File: config.mk
export PLATFORM = sky130hd
export DESIGN_NAME = piecewise_availability_table
export DESIGN_NICKNAME = d
export VERILOG_FILES = /design/src/design/pat_pkg.sv /design/src/design/piecewise_availability_table.sv /design/src/design/pat_table.sv /design/src/design/pat_core.sv
export VERILOG_INCLUDE_DIRS = /design/src /design/src/design
export SDC_FILE = /design/constraint.sdc
export NUM_CORES = 2
export LEC_CHECK = 0
export ABC_AREA = 1
export BUFFER_PORTS_ARGS = -buffer_cell sky130_fd_sc_hd__clkbuf_2
export CAP_MARGIN = 0
export CORE_ASPECT_RATIO = 0.75
export CORE_MARGIN = 2
export CORE_UTILIZATION = 45
export CTS_CLUSTER_SIZE = 10
export DETAILED_ROUTE_END_ITERATION = 7
export PLACE_DENSITY = 0.7
export SETUP_SLACK_MARGIN = 0.4
export SLEW_MARGIN = 20
export SYNTH_ARGS = -nofsm -noshare
export SYNTH_HDL_FRONTEND = slang
export SYNTH_SLANG_ARGS = --single-unit
File: constraint.sdc
create_clock -name clk -period 11.4 [get_ports clk]
set_clock_uncertainty 0.05 [all_clocks]
set_input_delay 0.57 -clock clk [delete_from_list [all_inputs] [get_ports clk]]
set_output_delay 0.57 -clock clk [all_outputs]
set_load 0.02 [all_outputs]
File: src/design/assert_macros.svh
`ifndef ASSERT_MACROS_SVH
`define ASSERT_MACROS_SVH

// Property that must hold at every clock edge outside reset.
`define ASSERT_ALWAYS(name, clk, rst, prop, msg) \
  name: assert property (@(posedge clk) disable iff (rst) (prop)) else $error(msg);

// Consequence that must hold in the cycle after the antecedent.
`define ASSERT_NEXT(name, clk, rst, ante, cons, msg) \
  name: assert property (@(posedge clk) disable iff (rst) (ante) |=> (cons)) else $error(msg);

`endif

File: src/design/pat_pkg.sv
package pat_pkg;

  localparam int TABLE_DEPTH_DEF = 16;
  localparam int AVAIL_W = 48;
  localparam logic [31:0] RATE_RESET = 32'h0001_0000;
  localparam logic [AVAIL_W-1:0] AVAIL_MAX = {AVAIL_W{1'b1}};

  localparam logic OP_QUERY = 1'b0;
  localparam logic OP_INSERT = 1'b1;

  localparam logic STATUS_OK = 1'b0;
  localparam logic STATUS_FULL = 1'b1;

  typedef struct packed {
    logic [31:0] point_time;
    logic [31:0] amount;
  } entry_t;

  typedef struct packed {
    logic        operation;
    logic [31:0] point_time;
    logic [31:0] amount;
    logic [31:0] current_time;
  } req_t;

  typedef struct packed {
    logic [AVAIL_W-1:0] availability;
    logic               status;
  } res_t;

  typedef enum logic [2:0] {
    ST_IDLE,
    ST_SCAN,
    ST_SHIFT,
    ST_WRITE,
    ST_MUL,
    ST_ADD,
    ST_FIN,
    ST_DONE
  } state_t;

endpackage

File: src/design/piecewise_availability_table.sv
// Channel  Direction  Transaction
// s_*      in         one query or insert request
// m_*      out        one result per request
// cfg_*    in         write of rate_per_tick
//
// A request walks the sorted table one entry per cycle from the single read port.
// A query scans the n entries before the deadline, then passes the multiply, add and finish states.
// An insert shifts each later entry up before its write, a replace writes in place, and an insert
// dropped on a full table skips both. The next request is accepted once the core is idle again.
// Reset empties the table at once; entry contents are undefined until written.
// A result waits in the output register; the next request is accepted while it waits.
module piecewise_availability_table #(
  parameter int TABLE_DEPTH = pat_pkg::TABLE_DEPTH_DEF
) (
  input  logic        clk,
  input  logic        rst,
  input  logic        s_tvalid,
  output logic        s_tready,
  input  logic [95:0] s_tdata,   // point_time, amount, current_time
  input  logic [0:0]  s_tuser,   // operation
  output logic        m_tvalid,
  input  logic        m_tready,
  output logic [47:0] m_tdata,   // availability
  output logic [0:0]  m_tuser,   // status
  input  logic        cfg_valid,
  output logic        cfg_ready,
  input  logic [31:0] cfg_data
);

  logic [31:0]   rate;
  pat_pkg::req_t req;
  pat_pkg::res_t res;
  logic          res_valid;
  logic          res_ready;

  assign cfg_ready = 1'b1;

  always_ff @(posedge clk) begin
    if (rst) begin
      rate <= pat_pkg::RATE_RESET;
    end else if (cfg_valid) begin
      rate <= cfg_data;
    end
  end

  assign req.operation    = s_tuser[0];
  assign req.point_time   = s_tdata[31:0];
  assign req.amount       = s_tdata[63:32];
  assign req.current_time = s_tdata[95:64];

  pat_core #(.TABLE_DEPTH(TABLE_DEPTH)) u_core (
    .clk       (clk),
    .rst       (rst),
    .rate      (rate),
    .req_valid (s_tvalid),
    .req_ready (s_tready),
    .req       (req),
    .res_valid (res_valid),
    .res_ready (res_ready),
    .res_out   (res)
  );

  assign res_ready = !m_tvalid || m_tready;

  always_ff @(posedge clk) begin
    if (rst) begin
      m_tvalid <= 1'b0;
    end else if (res_valid && res_ready) begin
      m_tvalid <= 1'b1;
    end else if (m_tready) begin
      m_tvalid <= 1'b0;
    end
  end

  always_ff @(posedge clk) begin
    if (res_valid && res_ready) begin
      m_tdata    <= res.availability;
      m_tuser[0] <= res.status;
    end
  end

endmodule

File: src/design/pat_table.sv
module pat_table #(
  parameter int TABLE_DEPTH = pat_pkg::TABLE_DEPTH_DEF,
  localparam int IDX_W = $clog2(TABLE_DEPTH)
) (
  input  logic                 clk,
  input  logic                 wr_en,
  input  logic [IDX_W-1:0]     wr_addr,
  input  pat_pkg::entry_t      wr_entry,
  input  logic [IDX_W-1:0]     rd_addr,
  output pat_pkg::entry_t      rd_entry
);

  pat_pkg::entry_t mem [TABLE_DEPTH];

  always_ff @(posedge clk) begin
    if (wr_en) begin
      mem[wr_addr] <= wr_entry;
    end
    rd_entry <= mem[rd_addr];
  end

endmodule

File: src/design/pat_core.sv
`include "assert_macros.svh"

module pat_core #(
  parameter int TABLE_DEPTH = pat_pkg::TABLE_DEPTH_DEF
) (
  input  logic           clk,
  input  logic           rst,
  input  logic [31:0]    rate,
  input  logic           req_valid,
  output logic           req_ready,
  input  pat_pkg::req_t  req,
  output logic           res_valid,
  input  logic           res_ready,
  output pat_pkg::res_t  res_out
);

  localparam int IDX_W = $clog2(TABLE_DEPTH);
  localparam int CNT_W = $clog2(TABLE_DEPTH + 1);
  localparam int SUM_W = 32 + CNT_W;
  localparam int RES_W = ((SUM_W > pat_pkg::AVAIL_W) ? SUM_W : pat_pkg::AVAIL_W) + 1;
  localparam logic [CNT_W-1:0] COUNT_MAX = CNT_W'(TABLE_DEPTH);

  pat_pkg::state_t state, state_next;

  logic              op;
  logic [31:0]       key;
  logic [31:0]       amt;
  logic [31:0]       start;
  logic [SUM_W-1:0]  sum;
  logic [SUM_W-1:0]  cap;
  logic              have_cap;
  logic              replace;
  logic              dropped;
  logic [CNT_W-1:0]  i;
  logic [CNT_W-1:0]  count;
  logic [IDX_W-1:0]  k;
  logic [31:0]       elapsed;
  logic [63:0]       prod;
  logic [RES_W-1:0]  res;

  logic              wr_en;
  logic [IDX_W-1:0]  wr_addr;
  pat_pkg::entry_t   wr_entry;
  logic [IDX_W-1:0]  rd_addr;
  pat_pkg::entry_t   rd_entry;

  logic              more;
  logic              hit;
  logic              match;
  logic              full;
  logic [CNT_W-1:0]  i_inc;
  logic [CNT_W-1:0]  cnt_dec;
  logic [IDX_W-1:0]  k_dec;
  logic [IDX_W-1:0]  k_dec2;
  logic              shift_more;
  logic [RES_W-1:0]  capped;

  pat_table #(.TABLE_DEPTH(TABLE_DEPTH)) u_table (
    .clk      (clk),
    .wr_en    (wr_en),
    .wr_addr  (wr_addr),
    .wr_entry (wr_entry),
    .rd_addr  (rd_addr),
    .rd_entry (rd_entry)
  );

  // The same comparators walk the sorted entries for both queries and inserts.
  assign more       = (i != count);
  assign hit        = more && (rd_entry.point_time < key);
  assign match      = more && (rd_entry.point_time == key);
  assign full       = (count == COUNT_MAX);
  assign i_inc      = i + 1'b1;
  assign cnt_dec    = count - 1'b1;
  assign k_dec      = k - 1'b1;
  assign k_dec2     = k_dec - 1'b1;
  assign shift_more = CNT_W'(k_dec) > i;

  always_comb begin
    capped = res;
    if (have_cap && (res > RES_W'(cap))) begin
      capped = RES_W'(cap);
    end
    if (capped > RES_W'(pat_pkg::AVAIL_MAX)) begin
      capped = RES_W'(pat_pkg::AVAIL_MAX);
    end
  end

  always_comb begin
    state_next = state;
    unique case (state)
      pat_pkg::ST_IDLE: begin
        if (req_valid) begin
          state_next = pat_pkg::ST_SCAN;
        end
      end
      pat_pkg::ST_SCAN: begin
        if (!hit) begin
          if (op == pat_pkg::OP_QUERY) begin
            state_next = pat_pkg::ST_MUL;
          end else if (match) begin
            state_next = pat_pkg::ST_WRITE;
          end else if (full) begin
            state_next = pat_pkg::ST_FIN;
          end else if (!more) begin
            state_next = pat_pkg::ST_WRITE;
          end else begin
            state_next = pat_pkg::ST_SHIFT;
          end
        end
      end
      pat_pkg::ST_SHIFT: begin
        if (!shift_more) begin
          state_next = pat_pkg::ST_WRITE;
        end
      end
      pat_pkg::ST_WRITE: state_next = pat_pkg::ST_FIN;
      pat_pkg::ST_MUL:   state_next = pat_pkg::ST_ADD;
      pat_pkg::ST_ADD:   state_next = pat_pkg::ST_FIN;
      pat_pkg::ST_FIN:   state_next = pat_pkg::ST_DONE;
      pat_pkg::ST_DONE: begin
        if (res_ready) begin
          state_next = pat_pkg::ST_IDLE;
        end
      end
      default: state_next = pat_pkg::ST_IDLE;
    endcase
  end

  always_comb begin
    req_ready = 1'b0;
    res_valid = 1'b0;
    wr_en     = 1'b0;
    wr_addr   = i[IDX_W-1:0];
    wr_entry  = '{point_time: key, amount: amt};
    rd_addr   = i[IDX_W-1:0];
    unique case (state)
      pat_pkg::ST_IDLE: begin
        req_ready = 1'b1;
        rd_addr   = '0;
      end
      pat_pkg::ST_SCAN: begin
        rd_addr = hit ? i_inc[IDX_W-1:0] : cnt_dec[IDX_W-1:0];
      end
      pat_pkg::ST_SHIFT: begin
        wr_en    = 1'b1;
        wr_addr  = k;
        wr_entry = rd_entry;
        rd_addr  = k_dec2;
      end
      pat_pkg::ST_WRITE: begin
        wr_en = 1'b1;
      end
      pat_pkg::ST_DONE: begin
        res_valid = 1'b1;
      end
      default: begin
      end
    endcase
  end

  always_ff @(posedge clk) begin
    if (rst) begin
      state <= pat_pkg::ST_IDLE;
      count <= '0;
    end else begin
      state <= state_next;
      if (state == pat_pkg::ST_WRITE && !replace) begin
        count <= count + 1'b1;
      end
    end
  end

  always_ff @(posedge clk) begin
    case (state)
      pat_pkg::ST_IDLE: begin
        op    <= req.operation;
        key   <= req.point_time;
        amt   <= req.amount;
        start <= req.current_time;
        sum   <= '0;
        i     <= '0;
      end
      pat_pkg::ST_SCAN: begin
        if (hit) begin
          i     <= i_inc;
          sum   <= sum + SUM_W'(rd_entry.amount);
          start <= rd_entry.point_time;
        end else begin
          have_cap <= more;
          cap      <= sum + SUM_W'(rd_entry.amount);
          elapsed  <= (key > start) ? (key - start) : '0;
          replace  <= match;
          dropped  <= (op == pat_pkg::OP_INSERT) && !match && full;
          k        <= count[IDX_W-1:0];
        end
      end
      pat_pkg::ST_SHIFT: k <= k_dec;
      pat_pkg::ST_MUL:   prod <= 64'(rate) * 64'(elapsed);
      pat_pkg::ST_ADD:   res <= RES_W'(sum) + RES_W'(prod[63:16]);
      pat_pkg::ST_FIN: begin
        if (op == pat_pkg::OP_QUERY) begin
          res_out.availability <= capped[pat_pkg::AVAIL_W-1:0];
          res_out.status       <= pat_pkg::STATUS_OK;
        end else begin
          res_out.availability <= '0;
          res_out.status       <= dropped ? pat_pkg::STATUS_FULL : pat_pkg::STATUS_OK;
        end
      end
      default: begin
      end
    endcase
  end

  `ASSERT_ALWAYS(a_count_bound, clk, rst, count <= COUNT_MAX, "entry count above table depth")
  `ASSERT_ALWAYS(a_write_states, clk, rst, !wr_en || state == pat_pkg::ST_SHIFT || state == pat_pkg::ST_WRITE, "table written outside an insert")
  `ASSERT_NEXT(a_accept_scan, clk, rst, req_valid && req_ready, state == pat_pkg::ST_SCAN, "accepted item did not start a scan")
  `ASSERT_ALWAYS(a_shift_above_pos, clk, rst, state != pat_pkg::ST_SHIFT || CNT_W'(k) > i, "shift reached the insert position")

endmodule

**Yosys cells after proc, flatten, opt, wreduce, memory -nomap -nowiden**

Memory sizes are Yosys's and may differ from the RTL's. A register that Yosys moved wholly into a read port is not among the register bits.
Index checks and enable logic that the tools add are counted.
W data, S select, Z words.

- Bits in writable memories: 1,024
- Memories kept: 1
- Input bits: 134
- Logic and storage cells: 105
- Memory bits (read-only): 0
- Output and inout bits: 52
- Bits in latches: 0
- Bits in registers: 467

Memories:

| memory | words | width | rd ports | clocked after Yosys merged registers in | write ports | RTL line | RTL |
|---|---|---|---|---|---|---|---|
| u_core.u_table.mem | 16 | 64 | 1 | 1 | 1 | pat_table.sv:13 | `pat_pkg::entry_t mem [TABLE_DEPTH];` |

- $mul: 1
- Div/mod/pow operators: 0
- Reductions and logical operators: 21
- Bitwise gates (word level): 1
- Eq/ne operators: 15
- Multiplexer cells: 31
- $lt $le $gt $ge: 5
- Shift operators: 0
- $add $sub $neg: 8

Operators with widths:

| kind | count |
|---|---|
| $pmux W37 S2 | 1 |
| $mul A32 B32 Y64 | 1 |
| $mux W64 | 1 |
| $pmux W32 S2 | 1 |
| $add A37 B48 Y49 | 1 |
| $gt A49 B37 Y1 | 1 |
| $gt A49 B48 Y1 const B | 1 |
| $mux W49 | 1 |
| $mux W48 | 1 |
| $add A37 B32 Y37 | 1 |
| $mux W37 | 1 |
| $eq A32 B32 Y1 | 1 |
| $gt A32 B32 Y1 | 1 |
| $lt A32 B32 Y1 | 1 |
| $mux W32 | 1 |
| $sub A32 B32 Y32 | 1 |
| $mux W3 | 7 |
| $pmux W3 S7 | 1 |
| $eq A3 B3 Y1 const B | 4 |
| $mux W4 | 3 |
| $pmux W4 S3 | 1 |
| $sub A4 B1 Y4 const B | 3 |
| $add A5 B1 Y5 const B | 2 |
| $pmux W5 S2 | 1 |
| other kinds (19) | 44 |

**Depth between registers and ports, before layout**

- Depth after elaboration: 7
- Depth in mapped cells: 34
- Gate-level depth less buffers: 32

**Modules after synthesis**

Synthesis repeated with hierarchy kept, for this count alone.

- Cells, all modules: 11,904
- Area, all modules: 106,483.4 um^2

Modules (own cells, without submodules):

| module | area each (um^2) | instances | sequential area each (um^2) | cells an instance |
|---|---|---|---|---|
| pat_core | 58,573.7 | 1 | 11,000.6 | 7,498 |
| pat_table | 45,285.9 | 1 | 32,030.7 | 4,210 |
| piecewise_availability_table | 2,623.8 | 1 | 2,132.0 | 196 |

**Worst setup path before layout**

OpenSTA, ideal clock, no wires.

- Path type: register to register
- Start: register u_core.state[0]
- End: register u_core.i[0] (enable)
- Setup slack: 3,570 ps
- Required time: 10,916 ps
- Stages on the path, launching flop included: 4
- Path buffers: 0
- Arrival: 7,345 ps
- Setup time: 434 ps
- Clock period less this slack: 7,830 ps
- Path through: dfxtp_1 > nor3_1 > inv_1 > nand2_1

- Longest elaborated chain between the ends: 3
- Elaborated cells between the ends (all ways): 5
- Those cells by class: eq/ne: 2; reduce/logical: 3

Ends and longest elaborated chain:

| element | RTL line | RTL |
|---|---|---|
| from (decl) | pat_core.sv:23 | `pat_pkg::state_t state, state_next;` |
| from (signal assigned) | pat_core.sv:163 | `state <= pat_pkg::ST_IDLE;` |
| from (signal assigned) | pat_core.sv:166 | `state <= state_next;` |
| $eq A3 B1 Y1 / $logic_not A3 Y1 (equally long branches) | pat_core.sv:174 | `case (state)` |
| $ne A2 B1 Y1 (no line) / $reduce_bool A2 Y1 (equally long branches) | - |  |
| $reduce_and A2 Y1 (no line) (*) | - |  |
| to (signal assigned) | pat_core.sv:185 | `i <= i_inc;` |
| to (decl) | pat_core.sv:34 | `logic [CNT_W-1:0] i;` |

Every way passes the cells marked *; elsewhere a longest branch is shown, timed or not.
A chain may end at the register's enable or synchronous reset.

**Worst setup path after layout**

- Start: register u_core.elapsed[7]
- End: register u_core.prod[36] (data pin)

- Longest elaborated chain between the ends: 1

Ends and longest elaborated chain:

| element | RTL line | RTL |
|---|---|---|
| from (decl) | pat_core.sv:37 | `logic [31:0] elapsed;` |
| from (signal assigned) | pat_core.sv:191 | `elapsed <= (key > start) ? (key - start) : '0;` |
| $mul A32 B32 Y64 | pat_core.sv:198 | `pat_pkg::ST_MUL: prod <= 64'(rate) * 64'(elapsed);` |
| to (signal assigned) | pat_core.sv:198 |  |
| to (decl) | pat_core.sv:38 | `logic [63:0] prod;` |

Every way passes these cells.

==> metrics.txt <==
status=complete, no violations; fin cells=14600; chip height=422 um; TritonRoute pass-1 iters=8; root buffer cell=clkbuf_16; worst slew pin tran=1170 ps; TritonCTS buffer count=183; fin crit share=70.5%; grt ovf=0; hold slack=31.9 ps; crit path max fanout=32; RD Place Congestion=0.978; drt via density=5.26; average size of a mapped cell=9.29 um2; Port Buf Inserts=184; Iter 0 DRT Violations=9234; Clock Latency Late Sink=860 ps; asr flop ratio synth=0%; DR DRC count=0; layout cells sized above 1=5.24%; post-synthesis sequential area ratio=43.1%; Commonest cells post-synth=inv_1 (2587), nand2_1 (2533), edfxtp_1 (1434); Req. time, crit path=11900 ps; RSZ-0062 raised after global routing=false; family with the most delay on the worst path=adder cells; clk slew on worst S/H paths=70 ps; WP buf/inv=10; DR WL met2=122000 um; critical path arrival=8530 ps; Cell Area, Synth=105000 um2; most numerous cell in the Yosys netlist=inv_1; area occupied by multi-input gates=47700 um2; ys flop type=edfxtp_1; Final min period=8030 ps; Syn Nets=12800; DR top layer=met5; Avg WL per Cell=19.8 um; Sequential Area=45200 um2; Synth area leader=edfxtp_1; Routed Antenna Nets=0; M1 WL=126000 um; final hold violation count=0; CP max stage delay=530 ps; Syn. warnings=0; initial core utilization=45.2%; Die W=561 um; Setup CP Type=flop to flop; pre-CTS setup slack=3530 ps; FF+latch count, synth=1539; top-area cell type share of the netlist area=41.1%; crit path launch type=flop; setup violators final=0; cts repair resizes=0; Setup crit end kind=flop; clock sinks=1539; Hold WC Path Type=input port to flop; antenna violations before repair=4; Cells after Synth=11300; Worst path most repeated cell=inv_1; final WL=289000 um; CP max-delay cell=fa_1; Core Region=232000 um2; num rows=153; CTS tree=done; vias in the first global route=73800; total negative setup slack=0 ps; nets@finish=12800; Max Clk Rate=0.125 GHz; dpl hpwl=189000 um; clk buf depth=4; GRT Total Usage=24.2%; Netlist cell types=53; htree depth=4; worst slew margin relative to its limit=21.6%; Synth area leaders=edfxtp_1 (41%), fa_1 (17%), inv_1 (9.3%), nand2_1 (9.1%), nand3_1 (5.9%); synth-to-layout area growth=9.69%; placed insts=14200; global-route wire length before repair=443000 um; DR WL met3=33100 um; maxcap violations=0; Max Slew Vio Count=0; number of flops mapped to enable cells by yosys=1434; die area=237000 um2; final critical-path setup slack=3370 ps; maximum number of pins on one net before global-route repair=212; vias after detailed routing=76700; IO Pins=186; fill count=21000
-- registers in the layout, indices dropped and copies added (netlist names), 5 cells and up --
name / flops
u_core.start: 32
u_core.amt: 32
u_core.res_out: 49
u_core.key: 32
u_core.elapsed: 32
rate: 32
u_core.u_table.mem: 1024
u_core.sum: 37
u_core.cap: 37
u_core.count: 5
u_core.u_table.rd_entry: 64
u_core.i: 5
u_core.res: 49
u_core.prod: 48
m_tdata: 48
-- through the flow --
step                instance area [um2]  utilization, %
global placement                 109000            46.9
finish                           115000            49.6
CTS                              115000            49.6
detailed placement               109000            46.9
floorplan                        105000               -
global route                     115000            49.6
-- worst reg2reg max path, delay by kind of cell (launching register included) --
family	cells	cell delay, ps
AO/OA/AOI/OAI	3	1180
flip-flops	1	320
buffers and inverters	10	1020
XOR/XNOR	1	60
adder cells (fa/ha/maj)	9	4270
AND/OR/NAND/NOR	6	880
-- cell families after synthesis --
| kind of cell | count (synthesis) | share of synthesized area (%) |
|---|---|---|
| adders and majority gates | 1337 | 22.4 |
| AOI/OAI and AO/OA | 726 | 3.81 |
| and+or+nand+nor | 4388 | 17.9 |
| other | 1 | 0.00358 |
| buffers and inverters | 3144 | 11.5 |
| xor gates and xnor gates | 145 | 1.21 |
| DFF | 1539 | 43.1 |
-- routing by layer --
| layer | vias to the layer above | GRT usage [%] |
|---|---|---|
| met2 | 4002 | 35.3 |
| li1 | 35300 | - |
| met1 | 36900 | 36.7 |
| met5 | - | 0 |
| met3 | 448 | 5.01 |
| met4 | 2 | 6.25 |
-- layout by cell type (no fill, tap or decap), drive strengths merged, types with 4 or more instances in the layout --
master,Yosys,layout
a21oi,316,316
o22ai,4,4
o21a,19,19
or2,8,8
dfxtp,105,105
o21bai,16,16
a31oi,53,53
o221ai,6,6
fa,898,898
edfxtp,1434,1434
nor2,381,381
ha,439,439
buf,217,159
nor3,46,46
a21o,19,19
clkbuf,332,471
nand3b,136,136
xor2,89,89
nand3,1230,1230
nand2,2536,2536
o31ai,4,4
nand4,27,27
o211ai,19,19
o21ai,247,247
inv,2595,2599
a21boi,9,9
a211oi,5,5
clkinv,0,5
nor4,16,16
dlygate4sd3,0,97
xnor2,56,56
-- cell type report --
type / count / share of cell area (%)
antenna: 1 / 0.00218
clock buffer: 287 / 4.37
clock inverter: 11 / 0.106
inverter: 2595 / 8.49
multi-input combinational: 6597 / 41.6
sequential: 1539 / 39.3
tap: 3100 / 3.38
timing repair buffer: 440 / 2.80
-- final timing paths --
path,from,to,slack [ps],depth (start not counted)
worst min register to register,u_core.res_out[13],m_tdata[12],330,0
worst max register to register,u_core.elapsed[7],u_core.prod[36],3370,29
worst max-delay path,u_core.elapsed[7],u_core.prod[36],3370,29
worst min-delay path,cfg_data[28],rate[28],30,3
-- what timing repair did --
action,4_1_cts,5_1_grt
buffers inserted,0,0
hold buffers,96,1
hold endpoints to repair,96,1
Power is left out: the tool's default activity adds up to more than one toggle a clock period on the data nets, which glitch-free logic cannot reach.
